File: src/design/stac_pkg.sv
`timescale 1ns / 1ps
// ----------------------------------------------------------------------------
// Stepper target approach controller package
// Shared types, opcodes, register indexes and rate constants.
// ----------------------------------------------------------------------------
package stac_pkg;

	// Default sizing of the block.
	localparam int STAC_SAMPLE_WINDOW = 5;
	localparam int STAC_POSITION_BITS = 16;

	// Fixed field widths.
	localparam int SAMPLE_W = 10;
	localparam int COORD_W  = 16;
	localparam int RATE_W   = 16;
	localparam int LIMIT_W  = 15;
	localparam int SUM_W    = 13;

	// Step rates in hertz.
	localparam logic [RATE_W-1:0] RATE_500    = 16'd500;
	localparam logic [RATE_W-1:0] RATE_1000   = 16'd1000;
	localparam logic [RATE_W-1:0] RATE_1500   = 16'd1500;
	localparam logic [RATE_W-1:0] RATE_2000   = 16'd2000;
	localparam logic [RATE_W-1:0] RATE_2500   = 16'd2500;
	localparam logic [RATE_W-1:0] RATE_3000   = 16'd3000;
	localparam logic [RATE_W-1:0] RATE_STOP   = 16'd0;
	localparam logic [RATE_W-1:0] RATE_BUTTON = 16'd1000;

	// Distance tier boundaries in steps.
	localparam int DIST_T1 = 10;
	localparam int DIST_T2 = 20;
	localparam int DIST_T3 = 40;
	localparam int DIST_T4 = 50;
	localparam int DIST_T5 = 60;

	// Configuration register indexes.
	localparam logic REG_POSITION_LIMIT = 1'b0;
	localparam logic REG_STOP_ON_STALL  = 1'b1;

	typedef enum logic [2:0] {
		OP_INDEX  = 3'd0,
		OP_MOVE   = 3'd1,
		OP_STALL  = 3'd2,
		OP_BUTTON = 3'd3,
		OP_CLEAR  = 3'd4
	} stac_op_t;

	typedef struct packed {
		stac_op_t                   opcode;
		logic [SAMPLE_W-1:0]        load_sample;
		logic signed [COORD_W-1:0]  target_position;
		logic [RATE_W-1:0]          rate_after_move;
		logic                       line_level;
	} stac_item_t;

	typedef struct packed {
		logic [LIMIT_W-1:0] position_limit;
		logic               stop_on_stall;
	} stac_cfg_t;

	typedef struct packed {
		logic [RATE_W-1:0]          step_rate;
		logic                       direction;
		logic signed [COORD_W-1:0]  position;
		logic                       target_active;
		logic                       target_reached;
		logic                       stalled;
		logic signed [COORD_W-1:0]  stall_position;
	} stac_motion_t;

endpackage

File: src/design/stepper_target_approach_controller_core.sv
`timescale 1ns / 1ps
// ----------------------------------------------------------------------------
// Stepper target approach controller
// Valve stepper position controller: one event in, one status result out.
// ----------------------------------------------------------------------------
// An accepted input transaction passes through the input register, then the
// result register, before its result is offered on the master side.
// Throughput: one transaction per cycle while m_tready keeps the result side
// moving; the state update is a single short compare-and-select pass between
// the input register and the result register.
// Reset (arst_n low) empties both registers, zeroes position, target, rates,
// the sample window and its sum, sets the direction to closing, clears the
// position limit and enables stop on stall.
module stepper_target_approach_controller_core #(
	parameter int SAMPLE_WINDOW = stac_pkg::STAC_SAMPLE_WINDOW,
	parameter int POSITION_BITS = stac_pkg::STAC_POSITION_BITS
) (
	input  logic        clk,
	input  logic        arst_n,
	// Slave side: event transactions.
	input  logic        s_tvalid,
	output logic        s_tready,
	// s_tdata, low bit up: load_sample[9:0], target_position[25:10],
	// rate_after_move[41:26], line_level[42], zero fill [47:43].
	input  logic [47:0] s_tdata,
	// s_tuser: opcode[2:0].
	input  logic [2:0]  s_tuser,
	// Master side: result transactions.
	output logic        m_tvalid,
	input  logic        m_tready,
	// m_tdata, low bit up: step_rate[15:0], direction[16], position[32:17],
	// target_active[33], target_reached[34], stalled[35],
	// stall_position[51:36], load_sum[64:52], zero fill [71:65].
	output logic [71:0] m_tdata,
	// Configuration write port.
	input  logic        wr_en,
	input  logic        wr_index,
	input  logic [14:0] wr_data
);
	import stac_pkg::*;

	// Configuration registers. They must be written only while the block is idle; the block does not enforce it.
	stac_cfg_t cfg_q;

	always_ff @(posedge clk or negedge arst_n) begin
		if (!arst_n) begin
			cfg_q.position_limit <= '0;
			cfg_q.stop_on_stall  <= 1'b1;
		end else if (wr_en) begin
			case (wr_index)
				REG_POSITION_LIMIT: cfg_q.position_limit <= wr_data;
				REG_STOP_ON_STALL:  cfg_q.stop_on_stall  <= wr_data[0];
				default: begin
				end
			endcase
		end
	end

	// Input register. The item in it is committed to the state in the same
	// cycle that its result is loaded into the result register, so the state
	// never runs ahead of the results that have been produced.
	logic       valid_s1;
	stac_item_t item_s1;
	logic       out_valid_q;
	logic [71:0] out_data_q;
	logic       advance;

	assign advance  = valid_s1 && (!out_valid_q || m_tready);
	assign s_tready = !valid_s1 || advance;

	always_ff @(posedge clk or negedge arst_n) begin
		if (!arst_n) begin
			valid_s1 <= 1'b0;
		end else if (s_tready) begin
			valid_s1 <= s_tvalid;
		end
	end

	always_ff @(posedge clk) begin
		if (s_tvalid && s_tready) begin
			item_s1.opcode          <= stac_op_t'(s_tuser);
			item_s1.load_sample     <= s_tdata[9:0];
			item_s1.target_position <= signed'(s_tdata[25:10]);
			item_s1.rate_after_move <= s_tdata[41:26];
			item_s1.line_level      <= s_tdata[42];
		end
	end

	// Event processing: motion state and the load sample window.
	stac_motion_t       motion;
	logic [SUM_W-1:0]   load_sum;
	logic               push;

	assign push = advance && (item_s1.opcode == OP_INDEX);

	stac_motion #(
		.POSITION_BITS(POSITION_BITS)
	) u_motion (
		.clk    (clk),
		.arst_n (arst_n),
		.commit (advance),
		.item   (item_s1),
		.cfg    (cfg_q),
		.result (motion)
	);

	stac_window #(
		.SAMPLE_WINDOW(SAMPLE_WINDOW)
	) u_window (
		.clk    (clk),
		.arst_n (arst_n),
		.push   (push),
		.sample (item_s1.load_sample),
		.sum    (load_sum)
	);

	// Result register. It holds a finished result while the input register
	// takes the next transaction, so the two sides are decoupled.
	always_ff @(posedge clk or negedge arst_n) begin
		if (!arst_n) begin
			out_valid_q <= 1'b0;
		end else begin
			out_valid_q <= advance || (out_valid_q && !m_tready);
		end
	end

	always_ff @(posedge clk) begin
		if (advance) begin
			out_data_q <= {7'b0, load_sum, motion.stall_position, motion.stalled,
				motion.target_reached, motion.target_active, motion.position,
				motion.direction, motion.step_rate};
		end
	end

	assign m_tvalid = out_valid_q;
	assign m_tdata  = out_data_q;

endmodule

File: src/design/stac_window.sv
`timescale 1ns / 1ps
// ----------------------------------------------------------------------------
// Load sample window
// Keeps the last samples in a circular buffer and a running sum of them.
// ----------------------------------------------------------------------------
module stac_window #(
	parameter int SAMPLE_WINDOW = stac_pkg::STAC_SAMPLE_WINDOW
) (
	input  logic                          clk,
	input  logic                          arst_n,
	input  logic                          push,
	input  logic [stac_pkg::SAMPLE_W-1:0] sample,
	output logic [stac_pkg::SUM_W-1:0]    sum
);
	import stac_pkg::*;

	localparam int PTR_W = (SAMPLE_WINDOW > 1) ? $clog2(SAMPLE_WINDOW) : 1;
	localparam logic [PTR_W-1:0] PTR_LAST = PTR_W'(SAMPLE_WINDOW - 1);

	logic [SAMPLE_W-1:0] win_q [SAMPLE_WINDOW];
	logic [PTR_W-1:0]    ptr_q;
	logic [SUM_W-1:0]    sum_q;
	logic [SUM_W-1:0]    sum_d;

	// The sum wraps at its width, so subtracting the oldest sample is exact.
	assign sum_d = sum_q - SUM_W'(win_q[ptr_q]) + SUM_W'(sample);
	assign sum   = push ? sum_d : sum_q;

	always_ff @(posedge clk or negedge arst_n) begin
		if (!arst_n) begin
			for (int i = 0; i < SAMPLE_WINDOW; i++) begin
				win_q[i] <= '0;
			end
			ptr_q <= '0;
			sum_q <= '0;
		end else if (push) begin
			win_q[ptr_q] <= sample;
			ptr_q        <= (ptr_q == PTR_LAST) ? '0 : ptr_q + PTR_W'(1);
			sum_q        <= sum_d;
		end
	end

endmodule

File: src/design/stac_motion.sv
`timescale 1ns / 1ps
// ----------------------------------------------------------------------------
// Motion state and approach logic
// Position, direction, target, rate, button and stall state per event.
// ----------------------------------------------------------------------------
module stac_motion #(
	parameter int POSITION_BITS = stac_pkg::STAC_POSITION_BITS
) (
	input  logic                   clk,
	input  logic                   arst_n,
	input  logic                   commit,
	input  stac_pkg::stac_item_t   item,
	input  stac_pkg::stac_cfg_t    cfg,
	output stac_pkg::stac_motion_t result
);
	import stac_pkg::*;

	localparam int PB = POSITION_BITS;
	localparam int XW = (PB > COORD_W) ? PB : COORD_W;
	localparam int CW = XW + 1;
	localparam logic signed [PB-1:0] POS_MAX = {1'b0, {(PB-1){1'b1}}};
	localparam logic signed [PB-1:0] POS_MIN = {1'b1, {(PB-1){1'b0}}};

	logic signed [PB-1:0]      pos_q, pos_d;
	logic                      dir_q, dir_d;
	logic [LIMIT_W-1:0]        tgt_q, tgt_d;
	logic                      tval_q, tval_d;
	logic [RATE_W-1:0]         frate_q, frate_d;
	logic [RATE_W-1:0]         rate_q, rate_d;
	logic                      held_q, held_d;
	logic                      sflag_q, sflag_d;
	logic signed [COORD_W-1:0] slatch_q, slatch_d;

	logic [LIMIT_W-1:0]        clamp_v;
	logic signed [XW-1:0]      pos_now_x, pos_new_x;
	logic signed [CW-1:0]      ap_pos_x, ap_tgt_x, clamp_x;
	logic signed [CW:0]        ap_diff;
	logic [CW:0]               ap_dist;
	logic                      ap_hit;
	logic                      run_approach;
	logic                      reached;

	// Target clamp: negative goes to zero, above a nonzero limit to the limit.
	always_comb begin
		if (item.target_position[COORD_W-1]) begin
			clamp_v = '0;
		end else if (cfg.position_limit != '0 &&
				item.target_position[LIMIT_W-1:0] > cfg.position_limit) begin
			clamp_v = cfg.position_limit;
		end else begin
			clamp_v = item.target_position[LIMIT_W-1:0];
		end
	end

	assign pos_now_x = XW'(pos_q);
	assign clamp_x   = signed'(CW'(clamp_v));

	always_comb begin
		pos_d        = pos_q;
		dir_d        = dir_q;
		tgt_d        = tgt_q;
		tval_d       = tval_q;
		frate_d      = frate_q;
		rate_d       = rate_q;
		held_d       = held_q;
		sflag_d      = sflag_q;
		slatch_d     = slatch_q;
		run_approach = 1'b0;
		reached      = 1'b0;

		case (item.opcode)
			OP_INDEX: begin
				if (dir_q) begin
					if (pos_q > POS_MIN) pos_d = pos_q - PB'(1);
				end else begin
					if (pos_q < POS_MAX) pos_d = pos_q + PB'(1);
				end
				run_approach = 1'b1;
			end
			OP_MOVE: begin
				tgt_d        = clamp_v;
				tval_d       = 1'b1;
				frate_d      = item.rate_after_move;
				dir_d        = (CW'(pos_q) < clamp_x) ? 1'b0 : 1'b1;
				run_approach = 1'b1;
			end
			OP_STALL: begin
				if (item.line_level && cfg.stop_on_stall) begin
					rate_d   = RATE_STOP;
					sflag_d  = 1'b1;
					slatch_d = pos_now_x[COORD_W-1:0];
					pos_d    = '0;
				end
			end
			OP_BUTTON: begin
				if (!item.line_level && !held_q) begin
					held_d = 1'b1;
					dir_d  = ~dir_q;
					rate_d = RATE_BUTTON;
				end else if (item.line_level && held_q) begin
					held_d = 1'b0;
				end
			end
			OP_CLEAR: begin
				sflag_d = 1'b0;
			end
			default: begin
			end
		endcase

		// Rate selection by distance left, on the updated position and target.
		ap_pos_x = CW'(pos_d);
		ap_tgt_x = signed'(CW'(tgt_d));
		ap_diff  = (CW+1)'(ap_pos_x) - (CW+1)'(ap_tgt_x);
		ap_dist  = ap_diff[CW] ? unsigned'(-ap_diff) : unsigned'(ap_diff);
		ap_hit   = dir_d ? (ap_pos_x <= ap_tgt_x) : (ap_pos_x >= ap_tgt_x);

		if (run_approach) begin
			if (!tval_d) begin
				rate_d = RATE_3000;
			end else if (ap_hit) begin
				rate_d  = frate_d;
				tval_d  = 1'b0;
				reached = 1'b1;
			end else if (ap_dist < (CW+1)'(DIST_T1)) begin
				rate_d = RATE_500;
			end else if (ap_dist < (CW+1)'(DIST_T2)) begin
				rate_d = RATE_1000;
			end else if (ap_dist < (CW+1)'(DIST_T3)) begin
				rate_d = RATE_1500;
			end else if (ap_dist < (CW+1)'(DIST_T4)) begin
				rate_d = RATE_2000;
			end else if (ap_dist < (CW+1)'(DIST_T5)) begin
				rate_d = RATE_2500;
			end else begin
				rate_d = RATE_3000;
			end
		end
	end

	assign pos_new_x = XW'(pos_d);

	always_comb begin
		result.step_rate      = rate_d;
		result.direction      = dir_d;
		result.position       = pos_new_x[COORD_W-1:0];
		result.target_active  = tval_d;
		result.target_reached = reached;
		result.stalled        = sflag_d;
		result.stall_position = slatch_d;
	end

	always_ff @(posedge clk or negedge arst_n) begin
		if (!arst_n) begin
			pos_q    <= '0;
			dir_q    <= 1'b1;
			tgt_q    <= '0;
			tval_q   <= 1'b0;
			frate_q  <= '0;
			rate_q   <= '0;
			held_q   <= 1'b0;
			sflag_q  <= 1'b0;
			slatch_q <= '0;
		end else if (commit) begin
			pos_q    <= pos_d;
			dir_q    <= dir_d;
			tgt_q    <= tgt_d;
			tval_q   <= tval_d;
			frate_q  <= frate_d;
			rate_q   <= rate_d;
			held_q   <= held_d;
			sflag_q  <= sflag_d;
			slatch_q <= slatch_d;
		end
	end

endmodule

File: config.mk
export PLATFORM = sky130hd
export DESIGN_NAME = stepper_target_approach_controller_core
export DESIGN_NICKNAME = d
export VERILOG_FILES = /design/src/design/stac_pkg.sv /design/src/design/stepper_target_approach_controller_core.sv /design/src/design/stac_window.sv /design/src/design/stac_motion.sv
export SDC_FILE = /design/constraint.sdc
export NUM_CORES = 1
export LEC_CHECK = 0
export ABC_AREA = 0
export BUFFER_PORTS_ARGS = -buffer_cell sky130_fd_sc_hd__buf_4
export CAP_MARGIN = 10
export CORE_UTILIZATION = 35
export CTS_CLUSTER_DIAMETER = 30
export DETAILED_ROUTE_END_ITERATION = 6
export SLEW_MARGIN = 20
export SYNTH_ARGS = -nofsm -noshare
export SYNTH_HDL_FRONTEND = slang
export SYNTH_SLANG_ARGS = --single-unit
File: constraint.sdc
create_clock -name clk -period 6.2 [get_ports clk]
set_clock_uncertainty 0.2 [all_clocks]
set_input_delay 0.31 -clock clk [delete_from_list [all_inputs] [get_ports clk]]
set_output_delay 0.31 -clock clk [all_outputs]
set_load 0.01 [all_outputs]
==> Word-level counts from Yosys, hierarchy flattened <==
Cells that the tools add are included.
{ "classes": {"n_addsub": 7, "n_mul": 0, "n_div": 0, "magnitude_cmp": 13, "n_eq_ne": 5, "shift": 0, "n_mux": 45, "bitwise": 3, "n_reduce_logical": 25} }
{ "op_table": {"columns": ["op", "n"], "rows": [
  ["$mux W16", 16],
  ["$pmux W16 S2", 2],
  ["$lt A18 B6 Y1 const B", 3],
  ["$bwmux W50", 1],
  ["$mux W15", 3],
  ["$mux W10", 4],
  ["$bmux W10 S3", 1],
  ["$demux W10 S3", 1],
  ["$lt A18 B4 Y1 const B", 1],
  ["$lt A18 B5 Y1 const B", 1],
  ["$mux W18", 1],
  ["$neg A18 Y18", 1],
  ["$sub A16 B16 Y17", 1],
  ["$add A16 B2 Y16 const B", 1],
  ["$ge A16 B16 Y1", 1],
  ["$gt A16 B16 Y1 const B", 1],
  ["$le A16 B16 Y1", 1],
  ["$lt A16 B16 Y1", 1],
  ["$lt A16 B16 Y1 const B", 1],
  ["$sub A16 B2 Y16 const B", 1],
  ["$gt A15 B15 Y1", 1],
  ["$reduce_bool A15 Y1", 1],
  ["$add A13 B10 Y13", 1],
  ["$mux W13", 1],
  ["other kinds (20)", 51]
]} }
{ "totals": {"ff_bits": 278, "latch_bits": 0, "mem_bits_rw": 0, "mem_bits_ro": 0, "elab_cells": 125, "n_memories": 0} }

==> Longest topological paths before layout <==
{ "logic_depth": {"depth_word": 17, "mapped_depth": 29, "mapped_depth_nobuf": 25} }

==> By module <==
A second synthesis with hierarchy kept.
{ "hier_totals": {"cells_unflattened": 1476, "hier_area_um2": 15831.4} }
{ "by_module_without_submodules": {"columns": ["module", "n_inst", "cells_per_inst", "area_per_inst_um2"], "rows": [
  ["stac_motion", 1, 964, 7858.8],
  ["stepper_target_approach_controller_core", 1, 165, 4157.7],
  ["stac_window", 1, 347, 3814.9]
]} }

==> Least setup slack after synthesis <==
OpenSTA, ideal clock, no wires.
{ "synth_path": {"kind": "reg-to-reg", "from": "reg cfg_q[14] (netlist name)", "to": "reg out_data_q[4] (netlist: m_tdata[4]) (data pin)", "setup_ps": 256, "arrival_ps": 5680, "required_ps": 5744, "path_slack_ps": 64, "stages_incl_launch_ff": 29, "n_path_buf": 3, "cell_sequence": "dfrtp_1 inv_1 ha_1 and4_1 a21oi_1 o211ai_1 o211ai_1 clkbuf_1 buf_1 nor2_1 a21oi_1 nor2_1 inv_1 nor2_1 a21oi_1 inv_1 fa_1 xor2_1 buf_2 nand4_1 mux2i_1 o211ai_1 nor4bb_1 a41oi_1 a211oi_1 o32ai_1 nor4_2 nand2_1 a22o_1"} }
{ "synth_lines": {"columns": ["item", "line", "text"], "rows": [
  ["start, declared", "stepper_target_approach_controller_core.sv:43", "stac_cfg_t cfg_q;"],
  ["end signal, assigned", "stepper_target_approach_controller_core.sv:129", "out_data_q <= {7'b0, load_sum, motion.stall_position, motion.stalled,"],
  ["end, declared", "stepper_target_approach_controller_core.sv:65", "logic [71:0] out_data_q;"]
]} }

==> out/results.txt <==
run status -> completed
Port-buffer cells -> 133
Worst R2R End -> u_motion.rate_q[6]
Worst setup endpoint -> u_motion.rate_q[6]
Synth top cells by count -> nand2_1, dfrtp_1, o21ai_0, nor2_1, edfxtp_1
CP Capture Type -> flip-flop
Hold Path Class -> primary input to flip-flop
final worst path period need -> 5.955 ns
critical path fanouts, max -> 9
Antenna Nets Post-Route -> 0
H-tree level count -> 2
Final Worst Setup Slack -> 0.2448 ns
reg-to-reg startpoint -> u_motion.pos_now_x[4]
GP Congestion -> 0.8624
pin count of the biggest net entering global routing -> 84
Worst-path clk slew -> 0.05 ns
Critical Path Source -> u_motion.pos_now_x[4]
placed instance area -> 17,300 um^2
Final Cell Area -> 20,260 um^2
R2R Setup Slk -> 0.24 ns
Reg2Reg Depth -> 23
drt via density -> 5.000
ordered list of cells on the worst path -> or4_1 -> nor3_4 -> nand2_1 -> o21a_1 -> nand2_1 -> or4_1 -> a2bb2oi_1 -> nor2_1 -> mux2i_1 -> ha_1 -> a21oi_1 -> and2_1 -> nor2_1 -> a2111oi_0 -> o311ai_1 -> buf_4 -> xor2_1 -> and4_1 -> o32ai_4 -> nor4_4 -> buf_4 -> a21o_1 -> mux2_2
HPWL after detailed placement -> 28.00 mm
clock network power share -> 25.1%
Comb pwr share -> 52.3%
drt wl/cell -> 16.41 um
Synth Register Bits -> 278
P_leak -> 8.723 nW
Peak supply drop -> 0.2936 mV
arrival time at the worst endpoint -> 6.23 ns
synth warn -> 0
Worst-Skew Late Latency -> 0.61 ns
top post-synthesis cells by area -> dfrtp_1, edfxtp_1, nand2_1
# IOs -> 146
switching pwr -> 0.005010 W
slowest stage delay, CP -> 0.54 ns
PwrDens -> 621.1 nW/um^2
die width -> 210.2 um
maximum buffer depth of the clock tree -> 3
Critical Path RT -> 6.48 ns
CP max stage cell -> or4_1
Top delay family on crit path -> compound AO/OA/AOI/OAI gates
core area -> 42,320 um^2
Final Setup Violations -> 0
startpoint types -> flip-flop
share of post-route cells with drive strength above 1 -> 24.79%
Initial Utilization -> 35.86%
Site Rows -> 75
post-synth top area cell -> dfrtp_1
Post-Synthesis Cell Area -> 15,170 um^2
drt first pass iters -> 6
clock root buffer -> clkbuf_16
DP Worst Slack -> -0.1134 ns
Synth Flop Type -> dfrtp_1
# Max-Cap Violations -> 0
die height -> 210.2 um
actual transition at the worst max-transition pin -> 0.9822 ns
die area -> 44,190 um^2
achievable frequency -> 167.9 MHz
first-pass GRT wire length -> 64.49 mm
sequential power share -> 22.5%
DRC violations left -> 0
Pint -> 0.007574 W
ant diodes -> 0
vias -> 12,266
Area Overhead vs Synth -> 33.51%
Final Hold Vio Count -> 0
worst path buffer plus inverter count -> 2
register area share after synthesis -> 49.52%
CTS tree -> yes
Fillers -> 3,886
Crit Path Category -> flip-flop to flip-flop
Netlist cell types -> 85
Final nets -> 1,970
Iter 0 DRT Violations -> 862
max-slew violations -> 0
clock sink total -> 278
Synth Instances -> 1,534
Slew headroom -> 34.52%
Total Wirelength -> 40.26 mm
most common cell in the netlist -> nand2_1
Final period util -> 96.05%
antenna violations before repair -> 0
Sw Share -> 39.81%
CTS Buf Count -> 60
EDFF count, synth -> 111
mean area per synthesized cell -> 9.892 um^2
Synth async-reset ratio -> 60.07%
All-Layer GR Usage -> 18.39%
Critical Path Stages -> 23
vias in the first global route -> 12,140
top cell type's share of synthesized area -> 27.21%
Congestion Overflow GR -> 0
==> cells in the final DEF (no fill, tap or decap), types with 6 or more instances in the layout <==
cell,netlist,layout
a211oi_1,10,6
a21o_1,11,11
a21oi_1,73,71
a31oi_1,11,10
and3_1,12,12
buf_4,7,238
clkbuf_1,63,15
clkbuf_16,0,62
clkbuf_8,0,8
clkinvlp_4,0,10
conb_1,1,7
dfrtp_1,165,165
dlygate4sd3_1,0,67
edfxtp_1,111,111
fa_1,11,11
ha_1,63,58
inv_1,94,94
mux2_2,56,56
mux2i_1,17,17
mux4_2,10,10
nand2_1,239,238
nand2b_1,9,8
nand3_1,33,33
nand3b_1,7,7
nand4_1,14,14
nor2_1,129,129
nor2b_1,13,13
nor3_1,22,20
nor4_1,12,11
o211ai_1,16,16
o21a_1,13,13
o21ai_0,143,142
o22ai_1,7,7
o31ai_1,8,8
or2_2,19,19
xnor2_1,13,12
xor2_1,11,10
==> state kept, by name, summed over array words and instances, names as in the netlist, 3 cells and up <==
name and cells:
m_tdata 65, u_window.win_q 50, item_s1 46, cfg_q 16, u_motion.frate_q 16, u_motion.pos_now_x 16
u_motion.rate_q 16, u_motion.slatch_q 16, u_motion.tgt_q 15, u_window.sum_q 13, u_window.ptr_q 3
==> final cells by class <==
type	instances	area, um^2	share of cell area [%]
inverters	95	359.1	1.772
clock buffers	85	1718	8.480
repair buffers	307	2489	12.28
multi-input cells	1082	7109	35.09
well taps	577	721.9	3.563
flip-flops and latches	278	7515	37.09
clock inverters	29	347.8	1.717
==> cells by family after synthesis <==
kind of cell	count (synthesis)	share of synthesized area (%)
DFF	278	49.52
adders and majority gates	74	6.646
buffers and inverters	180	4.848
xor gates and xnor gates	24	1.385
muxes	84	6.860
AOI/OAI and AO/OA	346	14.05
other	1	0.02471
and+or+nand+nor	547	16.66
==> how the worst min path moves through the flow <==
stage | from | end | depth (start not counted)
3_5_place_dp | arst_n | valid_s1 | 1
5_1_grt | wr_index | cfg_q[5] | 4
4_1_cts | wr_index | cfg_q[3] | 4
6_report | wr_index | cfg_q[3] | 4
2_1_floorplan | arst_n | cfg_q[10] | 0
3_3_place_gp | arst_n | m_tvalid | 1
==> repair_timing <==
| item | 4_1_cts | 5_1_grt |
|---|---|---|
| hold buffers | 67 | 0 |
| buffers inserted | 2 | 7 |
| endpoints found under the hold margin | 117 | 0 |
| endpoints found under the setup margin | 12 | 16 |
| resized for setup | 2 | 27 |
| pin swaps | 2 | 8 |
==> worst reg2reg max path, cell delays in order (launching register included) <==
cell and delay, ns:
dfrtp_1 0.49, or4_1 0.54, nor3_4 0.23, nand2_1 0.09, o21a_1 0.22, nand2_1 0.16, or4_1 0.13, a2bb2oi_1 0.16
nor2_1 0.07, mux2i_1 0.32, ha_1 0.31, a21oi_1 0.27, and2_1 0.22, nor2_1 0.06, a2111oi_0 0.45, o311ai_1 0.22
buf_4 0.20, xor2_1 0.16, and4_1 0.26, o32ai_4 0.36, nor4_4 0.08, buf_4 0.18, a21o_1 0.18, mux2_2 0.26
==> layer usage <==
| metal | track usage (%) | vias to the layer above | part of all wire [%] | wire length, um |
|---|---|---|---|---|
| met4 | 6.544 | 0 | 2.4 | 956 |
| met3 | 2.905 | 78 | 4.0 | 1591 |
| met5 | 0 | - | 0 | 0 |
| met1 | 24.87 | 5872 | 46 | 18510 |
| met2 | 29.84 | 289 | 48 | 19200 |
| li1 | - | 6027 | - | - |
==> power by group through the flow <==
stage / logic (W) / clock network, W / registers, W
3_5_place_dp: 0.00622 / 0 / 0.00286
3_3_place_gp: 0.00609 / 0 / 0.00284
5_1_grt: 0.00735 / 0.00332 / 0.00291
2_1_floorplan: 0.00432 / 0 / 0.00279
6_report: 0.00658 / 0.00316 / 0.00284
4_1_cts: 0.00631 / 0.00323 / 0.00284
==> stage by stage <==
stage	util [%]	total power (W)	instances	hold slack [ns]	TNS, ns
after detailed placement	40.88	0.009078	2263	0.1220	-0.4047
after global routing	47.87	0.01358	2453	0.04716	-0.04728
after global placement	40.88	0.008929	2263	0.1127	0
after CTS	47.41	0.01238	2446	0.007881	0
final	47.87	0.01258	2453	0.03418	0
after floorplan	-	0.007104	1540	-0.1856	0
Power figures use the tool's default switching activity.
